--- config.mk ---
export PLATFORM = sky130hd
export DESIGN_NAME = brc_merge
export DESIGN_NICKNAME = d
export VERILOG_FILES = /design/src/brc_pkg.sv /design/src/brc_merge.sv
export SDC_FILE = /design/constraint.sdc
export NUM_CORES = 1
export LEC_CHECK = 0
export ABC_AREA = 1
export CAP_MARGIN = 20
export CORE_MARGIN = 4
export CORE_UTILIZATION = 40
export DETAILED_ROUTE_END_ITERATION = 10
export DONT_BUFFER_PORTS = 1
export GPL_TIMING_DRIVEN = 0
export SYNTH_ARGS = -nofsm -noshare
export SYNTH_HDL_FRONTEND = slang
export SYNTH_SLANG_ARGS = --single-unit
--- constraint.sdc ---
create_clock -name vclk -period 18.53
set_input_delay 0.9265 -clock vclk [all_inputs]
set_output_delay 0.9265 -clock vclk [all_outputs]
set_load 0.1 [all_outputs]
--- src/brc_pkg.sv ---
package brc_pkg;

   localparam int MAX_ROWS  = 64;
   localparam int MAX_COLS  = 64;
   localparam int LANE_W    = 8;
   localparam int LANES     = MAX_COLS / LANE_W;
   localparam int ROW_AW    = $clog2(MAX_ROWS);
   localparam int CNT_W     = $clog2(MAX_ROWS + 1);
   localparam int COL_CNT_W = $clog2(MAX_COLS + 1);
   localparam int LANE_CW   = $clog2(LANE_W + 1);
   localparam int CFG_W     = 7;

   // register index of the configuration port
   localparam logic REG_IMAGE_WIDTH = 1'b0;

   typedef struct packed {
      logic [63:0] row_pixels;
      logic        last_row;
   } req_type;

   typedef struct packed {
      logic [63:0] packed_row;
      logic [6:0]  kept_width;
      logic        last_out;
      logic        empty_image;
      logic        overflow;
   } rsp_type;

   // what one lane found in its slice of a row
   typedef struct packed {
      logic [LANE_W-1:0]  gathered;
      logic [LANE_CW-1:0] count;
   } lane_out_type;

endpackage

--- src/brc_merge.sv ---
module brc_merge (
   input  brc_pkg::lane_out_type              lanes_in [brc_pkg::LANES],
   output logic [brc_pkg::MAX_COLS-1:0]       packed_row,
   output logic [brc_pkg::COL_CNT_W-1:0]      kept_width
);

   // place each lane's gathered bits after those of the lanes below it
   always_comb begin
      logic [brc_pkg::COL_CNT_W-1:0] offset;
      offset     = '0;
      packed_row = '0;
      for (int l = 0; l < brc_pkg::LANES; l++) begin
         packed_row = packed_row
                    | (brc_pkg::MAX_COLS'(lanes_in[l].gathered) << offset);
         offset     = offset + brc_pkg::COL_CNT_W'(lanes_in[l].count);
      end
      kept_width = offset;
   end

endmodule
; ---- After elaboration in Yosys (flattened, before gate mapping)
; Cells that the tools add are included.
[op_classes]
bitwise_logic = 7
addsub = 7
n_shift = 7
[op_table]
columns = op, n
row1 = $or 64x64->64, 6
row2 = $shl 8x7->64, 4
row3 = $or 8x64->64, 1
row4 = $shl 8x4->64, 1
row5 = $shl 8x5->64, 1
row6 = $shl 8x6->64, 1
row7 = $add 7x4->7, 4
row8 = $add 6x4->7, 1
row9 = $add 5x4->6, 1
row10 = $add 4x4->5, 1
[word_totals]
in_bits = 96
wordCells = 21
out_inout_bits = 71
regBits = 0

; ---- Longest topological paths before layout
[depth]
depth_word = 8
depth_mapped = 41

; ---- Least setup slack after synthesis
; No wires, ideal clock.
[synth_timing]
path_type = input to output
start = input lanes_in[72] (netlist name)
end = output kept_width[4] (netlist name)
setup_slack_ns = 8.325
arrival_ns = 9.278
path_stages = 30
cell_sequence = ha_1 fa_1 xor2_1 clkbuf_1 ha_1 xnor2_1 clkbuf_1 ha_1 xor2_1 clkbuf_1 ha_1 a21oi_1 nand2_1 or2_2 nand2_1 inv_1 clkbuf_1 ha_1 or2_2 nand2_1 clkinv_1 clkbuf_1 ha_1 or2_2 nand2_1 clkinv_1 ha_1 a21oi_1 and2_0 xor2_1
[synth_via]
elab_chain_cells = 7
[synth_lines]
columns = element, line_no
row1 = "start, declared", brc_merge.sv:2  ; input brc_pkg::lane_out_type lanes_in [brc_pkg::LANES],
row2 = $add 4x4->5, brc_merge.sv:15  ; offset = offset + brc_pkg::COL_CNT_W'(lanes_in[l].count);
row3 = $add 5x4->6, brc_merge.sv:15
row4 = $add 6x4->7, brc_merge.sv:15
row5 = $add 7x4->7 (4 in a row), brc_merge.sv:15
row6 = "end, declared", brc_merge.sv:4  ; output logic [brc_pkg::COL_CNT_W-1:0] kept_width
; No other way between the ends.

; ---- Worst setup path after layout
[layout_timing]
start = input lanes_in[72] (netlist name)
end = output kept_width[6] (netlist name)
; The elaborated chain is that of the path after synthesis.

==> out/summary.txt <==
MIN PATH
--------------------------------------------------------------------------------------
Class of the tightest hold or removal check                                     in2out
Hold_sp                                                                    lanes_in[0]

SETUP PATH
--------------------------------------------------------------------------------------
Master of the slowest instance on the critical path                       sky130_fd_sc_hd__nand2_1
Data arrival time of the critical path                                        10260 ps
Worst stage delay on the critical path                                          700 ps
Most common cell on crit path                                             sky130_fd_sc_hd__nand2_1
Max FO, Critical Path                                                               10
Kind of start point of the critical path                                     input pin
Required time at the endpoint of the critical path                            17600 ps
Kind of critical path                                                           in2out
Buffer and inverter count on the worst path                                         10
Worst setup path startpoint                                               lanes_in[72]
Cell type group with the largest total delay on the critical path         simple AND/OR/NAND/NOR gates
Sort of element at the end of the critical path                            output port

ROUTE
--------------------------------------------------------------------------------------
Total detailed-routing wirelength                                             41000 µm
Wire length per cell after detailed routing                                    18.5 µm
Antenna-violating nets left                                                          0
Count of vias placed by the detailed router                                      12700
DRC violations left                                                                  0
Per-cell via count in the routed design                                           5.73
Initial DRC count                                                                 1560
Drt pass-1 iters                                                                     6

GLOBAL ROUTING
--------------------------------------------------------------------------------------
Global router's overall resource usage                                           31.1%
Overflow left after global routing                                                   0
Pin count of the biggest net entering global routing                                12
Number of global-route vias before repair                                        11100
Antenna violations before repair                                                     0
Wire length of the first global-routing pass                                  61400 µm

YOSYS
--------------------------------------------------------------------------------------
Post-Synthesis Net Count                                                          2073
Number of unique standard cell types used by synthesis                              43
Syn. warnings                                                                        0
Top cells by count, synth                                                 sky130_fd_sc_hd__nand2_1 (736), sky130_fd_sc_hd__nor2_1 (312), sky130_fd_sc_hd__nand3_1 (242)
Synth area leader                                                         sky130_fd_sc_hd__nand2_1
Most area-consuming cells after synthesis                                 sky130_fd_sc_hd__nand2_1 (31%), sky130_fd_sc_hd__nand3_1 (14%), sky130_fd_sc_hd__nor2_1 (13%)
Mean instance size in the synthesized netlist                                 4.61 µm²
Most common cell in the synthesized netlist                               sky130_fd_sc_hd__nand2_1
Fraction of the yosys area taken by sequential cells                                0%
Netlist area before placement                                                 8940 µm²
Share of the synthesized area in the top cell type                               30.9%
Number of standard cells after synthesis                                          1940

TIMING
--------------------------------------------------------------------------------------
Slew at the pin with the worst max-slew slack                                  1190 ps
Highest clock rate                                                            89.4 MHz
Least setup slack across all paths after layout                                7350 ps
Setup repair after global routing missed its margin                                 no
Final count of negative-setup-slack endpoints                                        0
Total Neg Setup Slack                                                             0 ps
Number of max-slew violations in the final report                                    0
Max-slew headroom at the worst pin                                               20.6%
Final-report hold violation count                                                    0
Share of the clock period used by the worst path after layout                    60.4%
Shortest period the worst path allows                                         11180 ps

STATUS
--------------------------------------------------------------------------------------
Run status                                                                complete, no violations

FINAL LAYOUT
--------------------------------------------------------------------------------------
Sequential cell count of the final layout                                            0
Post-synthesis to final-layout area growth                                       4.25%
Layout clock buffer count                                                            0
Net count of the finished layout                                                  2075
Antenna fix cells                                                                    0
Area used by sequential logic in the layout                                      0 µm²
Share of cells above drive strength 1                                            5.21%
Post-route insts no fill                                                          2220

FLOORPLAN
--------------------------------------------------------------------------------------
Height of the die                                                               157 µm
Initial core utilization                                                         40.8%
CORE AREA                                                                    21900 µm²
Die extent in x                                                                 157 µm
Die area                                                                     24800 µm²
Standard-cell row count                                                             54
Ports placed on the boundary                                                       167

PLACED DESIGN
--------------------------------------------------------------------------------------
# placed instances                                                                2220
Worst setup slack after placement                                              7470 ps
Weighted congestion reported at the end of routability-driven placement           1.05
Post-DP HPWL                                                                  35200 µm
Number of input and output port buffers inserted                                     0

JOB
--------------------------------------------------------------------------------------
Maximum Capacitance Violations                                                       0

CLOCK NETWORK
--------------------------------------------------------------------------------------
Hold bufs inserted after CTS                                                         0
Setup bufs post-CTS                                                                  0
Gates resized, CTS repair                                                            0

-- cells by family (layout without fill, tap and decap cells) --
kind of cell | after synthesis | after routing | synth area share (%)
AND/OR/NAND/NOR | 1399 | 1399 | 66.1
AO/OA/AOI/OAI | 252 | 252 | 15.4
buffers and inverters | 234 | 234 | 10.9
adder cells (fa/ha/maj) | 37 | 37 | 5.77
XOR/XNOR | 10 | 10 | 0.980
multiplexers | 8 | 8 | 0.896
-- layout make-up --
type / instances / area [µm²]
Multi-Input combinational cell: 1706 / 8000
Tap cell: 280 / 350
Fill cell: 2636 / 12600
Buffer: 107 / 494
Inverter: 127 / 477
-- per-layer routing --
| layer | track usage (%) | share of wire, % | vias up |
|---|---|---|---|
| met3 | 5.17 | 11 | 91 |
| met1 | 44.5 | 44 | 5682 |
| li1 | - | - | 6268 |
| met5 | 0 | 0 | - |
| met4 | 8.81 | 3.7 | 0 |
| met2 | 48.0 | 42 | 674 |
-- metrics by stage --
stage / area [µm²] / hold slack, ps / utilization, %
after floorplan: 8940 / 2400 / -
after global placement: 9290 / 2410 / 42.4
after detailed placement: 9320 / 2410 / 42.6
after CTS: 9320 / 2410 / 42.6
after global routing: 9320 / 2420 / 42.6
final: 9320 / 2410 / 42.6
-- final timing paths --
check,to,slack (ps),depth (start not counted)
worst min-delay path,kept_width[0],2410,1
worst max-delay path,kept_width[6],7350,36
-- placed cells by master, fill, tap and decap left out, drive strengths merged --
master,n
a211oi,1
a21boi,1
a21o,1
a21oi,43
a22oi,3
a31o,1
a31oi,6
and2,11
buf,39
clkbuf,68
clkinv,7
fa,7
ha,30
inv,120
mux2i,8
nand2,766
nand3,250
nand3b,6
nand4,19
nor2,313
nor3,16
nor4,1
o211ai,29
o21a,1
o21ai,161
o21bai,2
o22ai,2
o31ai,1
or2,17
xnor2,3
xor2,7
Power is left out: the tool's default activity adds up to more than one toggle a clock period on the data nets, which glitch-free logic cannot reach.
