==> src/brc_pkg.sv <==
package brc_pkg;

   localparam int MAX_ROWS  = 64;
   localparam int MAX_COLS  = 64;
   localparam int LANE_W    = 8;
   localparam int LANES     = MAX_COLS / LANE_W;
   localparam int ROW_AW    = $clog2(MAX_ROWS);
   localparam int CNT_W     = $clog2(MAX_ROWS + 1);
   localparam int COL_CNT_W = $clog2(MAX_COLS + 1);
   localparam int LANE_CW   = $clog2(LANE_W + 1);
   localparam int CFG_W     = 7;

   // register index of the configuration port
   localparam logic REG_IMAGE_WIDTH = 1'b0;

   typedef struct packed {
      logic [63:0] row_pixels;
      logic        last_row;
   } req_type;

   typedef struct packed {
      logic [63:0] packed_row;
      logic [6:0]  kept_width;
      logic        last_out;
      logic        empty_image;
      logic        overflow;
   } rsp_type;

   // what one lane found in its slice of a row
   typedef struct packed {
      logic [LANE_W-1:0]  gathered;
      logic [LANE_CW-1:0] count;
   } lane_out_type;

endpackage

==> src/brc_lane.sv <==
module brc_lane (
   input  logic                                 clock,
   input  logic                                 enable,
   input  logic [brc_pkg::LANE_W-1:0]           row_slice,
   input  logic [brc_pkg::LANE_W-1:0]           mask_slice,
   output brc_pkg::lane_out_type                lane_out
);

   brc_pkg::lane_out_type lane_ff;
   brc_pkg::lane_out_type lane_in;

   // gather the slice bits at the set mask positions, packed from bit 0
   always_comb begin
      logic [brc_pkg::LANE_CW-1:0] pos;
      pos              = '0;
      lane_in.gathered = '0;
      for (int c = 0; c < brc_pkg::LANE_W; c++) begin
         if (mask_slice[c]) begin
            if (row_slice[c]) begin
               lane_in.gathered[pos[brc_pkg::LANE_CW-2:0]] = 1'b1;
            end
            pos = pos + 1'b1;
         end
      end
      lane_in.count = pos;
   end

   always_ff @(posedge clock) begin
      if (enable) begin
         lane_ff <= lane_in;
      end
   end

   assign lane_out = lane_ff;

endmodule

==> config.mk <==
export PLATFORM = sky130hd
export DESIGN_NAME = brc_lane
export DESIGN_NICKNAME = d
export VERILOG_FILES = /design/src/brc_pkg.sv /design/src/brc_lane.sv
export SDC_FILE = /design/constraint.sdc
export NUM_CORES = 1
export LEC_CHECK = 0
export BUFFER_PORTS_ARGS = -buffer_cell sky130_fd_sc_hd__buf_2
export CAP_MARGIN = 20
export CORE_MARGIN = 8
export CORE_UTILIZATION = 45
export DETAILED_ROUTE_END_ITERATION = 6
export GPL_TIMING_DRIVEN = 0
export MAX_ROUTING_LAYER = met4
export PLACE_DENSITY = 0.65
export SLEW_MARGIN = 25
export SYNTH_ARGS = -nofsm -noshare
export SYNTH_HDL_FRONTEND = slang
export SYNTH_SLANG_ARGS = --single-unit
==> constraint.sdc <==
create_clock -name clock -period 8.2 [get_ports clock]
set_input_delay 0.82 -clock clock [delete_from_list [all_inputs] [get_ports clock]]
set_output_delay 0.82 -clock clock [all_outputs]
set_load 0.05 [all_outputs]
# Word-level counts from Yosys, hierarchy flattened

Index checks and enable logic that the tools add are counted.

Flip-flop bits (word level): 12
Bits of input ports: 18
Output and inout bits: 12
Logic and storage cells: 75

Add/sub/neg operators: 7
Order comparisons: 14
Muxes and demuxes: 38
Bitwise gates (word level): 7
Reduce and logical (&&, ||, !) cells: 7

Operator list:

| kind                                                                                 | count |
|---|---|
| 8-bit two-way mux                                                                    | 14 |
| 8-bit OR                                                                             | 6 |
| 4-bit by 1-bit adder with 4-bit output (second input constant)                       | 7 |
| 3-bit by 4-bit less-than comparator with 1-bit output (second input constant)        | 7 |
| 4-bit two-way mux                                                                    | 7 |
| 1-bit demux with 3-bit select                                                        | 7 |
| 3-bit by 1-bit greater-or-equal comparator with 1-bit output (second input constant) | 7 |
| 1-bit two-way mux                                                                    | 10 |
| 1-bit by 8-bit OR with 8-bit output                                                  | 1 |
| 1-bit logical AND                                                                    | 7 |

# Logic depth before layout (Yosys ltp)

Depth in word-level cells: 26
Mapped depth: 23

# Least setup slack after synthesis

Ideal clock, no wire load.

Path type: input to register
From: input port mask_slice[0] (netlist bit)
To: register lane_ff (netlist bit lane_out[3]) (data pin)
Arrival: 4.593 ns
Slack: 3.339 ns
Stages: 21
Cell sequence: inv_1 fa_1 clkbuf_1 inv_1 ha_1 nor2b_1 o21bai_1 inv_2 ha_1 nand2_1 o21ai_0 ha_1 nand2_1 o31ai_2 o41ai_4 inv_1 ha_1 xnor3_1 o22ai_1 nand3_1 xnor3_1

RTL lines:

| element                | RTL line       | source |
|---|---|---|
| start: declaration     | brc_lane.sv:5  | `input logic [brc_pkg::LANE_W-1:0] mask_slice,` |
| end signal: assignment | brc_lane.sv:30 | `lane_ff <= lane_in;` |
| end: declaration       | brc_lane.sv:9  | `brc_pkg::lane_out_type lane_ff;` |

==> metrics.txt <==
Post-Synth Adder-Cell Area 0.0870; global-route wire length before repair ~5.3 mm; Setup Buffers After CTS 0; Compound-Gate Fraction of Synth Area 0.222; Post-Syn Area ~1400 sq um; CP Capture Type flop; starting density of the core 0.463; Vias roughly 1300; Hold Path Class input port to flop; worst-path fanout max 7; Avg Synthesized Cell Area ~9 sq um; power density over the cells between 200 and 250 nW/um^2; final setup margin roughly 2.9 ns; most frequent cells in the layout buf_2 (26), nand2_1 (23), edfxtp_1 (12); Largest register FFs 12; Min-Delay Endpoint lane_out[0]; WS Path Type input port to flop; switching part of the total 0.467; gr usage total 0.127; crit start category input port; cell count after placement about 210; # hold bufs at CTS 0; Post-synth ARST share 0; drt via density around 5.9; post-synthesis register bit count 12; maxcap violations 0; die area roughly 5100 sq um; achievable frequency ~0.19 GHz; Area Growth Syn to Fin 14.3%; Seq/Total Area, Yosys 0.261; DRT Pass-1 Iters 4; Clock Path Buffers 2; final WL around 3.2 mm; initial antenna violation count 0; Die H ~70 um; share of power burned in registers 0.262; vias in the first global route around 1200; Hold Vio Cnt, Final 0; Hold Crit Depth 2; endpoints failing setup 0; Iteration-0 DRC Markers 53; maximum VDD drop between 0.08 and 0.09 mV; Slew Limit Fails 0; DRC 0; pin count of the biggest net entering global routing 13; Simple-Gate Fraction of Synth Area 0.214; commonest non-fill, non-tap cell in the layout buf_2; pre-CTS setup slack between 2 and 3 ns; power share of the clock group 0.104; total internal power ~0.00018 W; post-cts gate resize count 0; io pins 30; Cell variety after synth between 40 and 50; leakage ~0.66 nW; number of buffers created by CTS 3; largest family of logic cells by synthesized area compound AO/OA/AOI/OAI gates; Net Count, Synth around 180; fin crit period around 5.3 ns; Post-Layout Cell Count approximately 210; P_sw around 0.00015 W; post-synthesis mux area share 0.00816; Antenna Cells 0; worst slew margin relative to its limit 0.628; Routed WL per cell 14.9 um; final net count 207; IO Port Bufs 26; standard-cell rows 20; Core ar. between 2000 and 3000 sq um; share of layout cells above drive strength 1 0.251; Worst-path clk slew about 0.060 ns; GRT overflow 0; CTS root buffer clkbuf_4; Post-synth EDFFs 12; Die Wd ~71 um; htree depth 1; TNS Setup 0 ns; main flop type after synthesis edfxtp_1; WP data required between 8 and 9 ns; CTS Sinks 12; Hold Path Origin mask_slice[7]; period utilization 0.647; synth warn 0; RD Place Congestion approximately 0.9; Cells after Synth approximately 150; hpwl dp about 2.7 mm; part of the power in combinational logic 0.634; CTS tree built; status finished clean; fin util 0.530; Worst EP arrival 5.31 ns; XOR/XNOR Fraction of Synth Area 0.163; post-route ant nets 0; worst-margin pin slew ~0.55 ns; RSZ-0062 raised after global routing false
-- power groups by stage --
stage | logic, W | clock network (W) | registers [W]
global route | 0.000228 | 0.0000388 | 0.0000882
CTS | 0.000209 | 0.0000357 | 0.0000869
floorplan | 0.000121 | 0 | 0.000132
detailed placement | 0.000208 | 0 | 0.0000881
global placement | 0.000208 | 0 | 0.0000880
finish | 0.000210 | 0.0000343 | 0.0000866
-- cell type report --
| class | instances | area, sq um |
|---|---|---|
| plain buffers | 5 | 31.3 |
| clock buffers | 3 | 22.5 |
| clock inverters | 1 | 3.75 |
| fillers | 283 | 1400 |
| inverters | 8 | 30.0 |
| multi-input cells | 124 | 958 |
| flip-flops and latches | 12 | 360 |
| well taps | 33 | 41.3 |
| repair buffers | 26 | 130 |
-- through the flow --
stage	instance area [sq um]	hold WS [ns]	power [W]
detailed placement	1550	1.21	0.000296
finish	1580	0.931	0.000331
CTS	1580	0.925	0.000332
global route	1580	0.928	0.000355
global placement	1550	1.21	0.000296
floorplan	1380	0.932	0.000254
-- critical path: stages --
cell and delay (ns):
buf_2 0.11, inv_1 0.09, fa_1 0.54, clkbuf_1 0.29, inv_1 0.11, ha_1 0.32
nor2b_1 0.10, o21bai_1 0.17, inv_2 0.09, ha_1 0.31, nand2_1 0.12, o21ai_0 0.11
ha_1 0.29, nand2_1 0.05, o31ai_2 0.08, o41ai_4 0.20, inv_1 0.18, ha_1 0.24
xnor3_1 0.45, o22ai_1 0.27, nand3_1 0.14, xnor3_1 0.20
-- per-layer routing --
layer / part of all wire / global-route usage
met2: 0.48 / 0.210
met1: 0.44 / 0.153
met5: 0 / -
met4: 0.014 / 0.0323
met3: 0.069 / 0.0279
-- kinds of logic (layout without fill, tap and decap cells) --
| family | count (synthesis) | count (layout) |
|---|---|---|
| flip-flops | 12 | 12 |
| buffers and inverters | 13 | 43 |
| adder cells (fa/ha/maj) | 9 | 9 |
| XOR/XNOR | 17 | 17 |
| AO/OA/AOI/OAI | 37 | 37 |
| AND/OR/NAND/NOR | 60 | 60 |
| multiplexers | 1 | 1 |
-- synth_stat cells, types with 3 or more instances --
master | number | area [sq um]
nand3_1 | 11 | 55.1
inv_1 | 7 | 26.3
ha_1 | 8 | 100
o21ai_0 | 3 | 15.0
a221o_1 | 8 | 80.1
edfxtp_1 | 12 | 360
nor2_1 | 7 | 26.3
xnor2_1 | 9 | 78.8
o22ai_1 | 8 | 50.1
nand2b_1 | 5 | 31.3
a21oi_1 | 3 | 15.0
o221ai_1 | 7 | 61.3
nand2_1 | 23 | 86.3
nor2b_1 | 4 | 25.0
-- worst max-delay path by stage --
stage / from / to / slack, ns
2_1_floorplan: mask_slice[0] / lane_out[3] / 3.34
3_3_place_gp: mask_slice[0] / lane_out[3] / 2.70
3_5_place_dp: mask_slice[0] / lane_out[3] / 2.68
4_1_cts: mask_slice[0] / lane_out[3] / 2.94
5_1_grt: mask_slice[0] / lane_out[3] / 2.57
6_report: mask_slice[0] / lane_out[3] / 2.90
(Power assumes the default switching activity.)
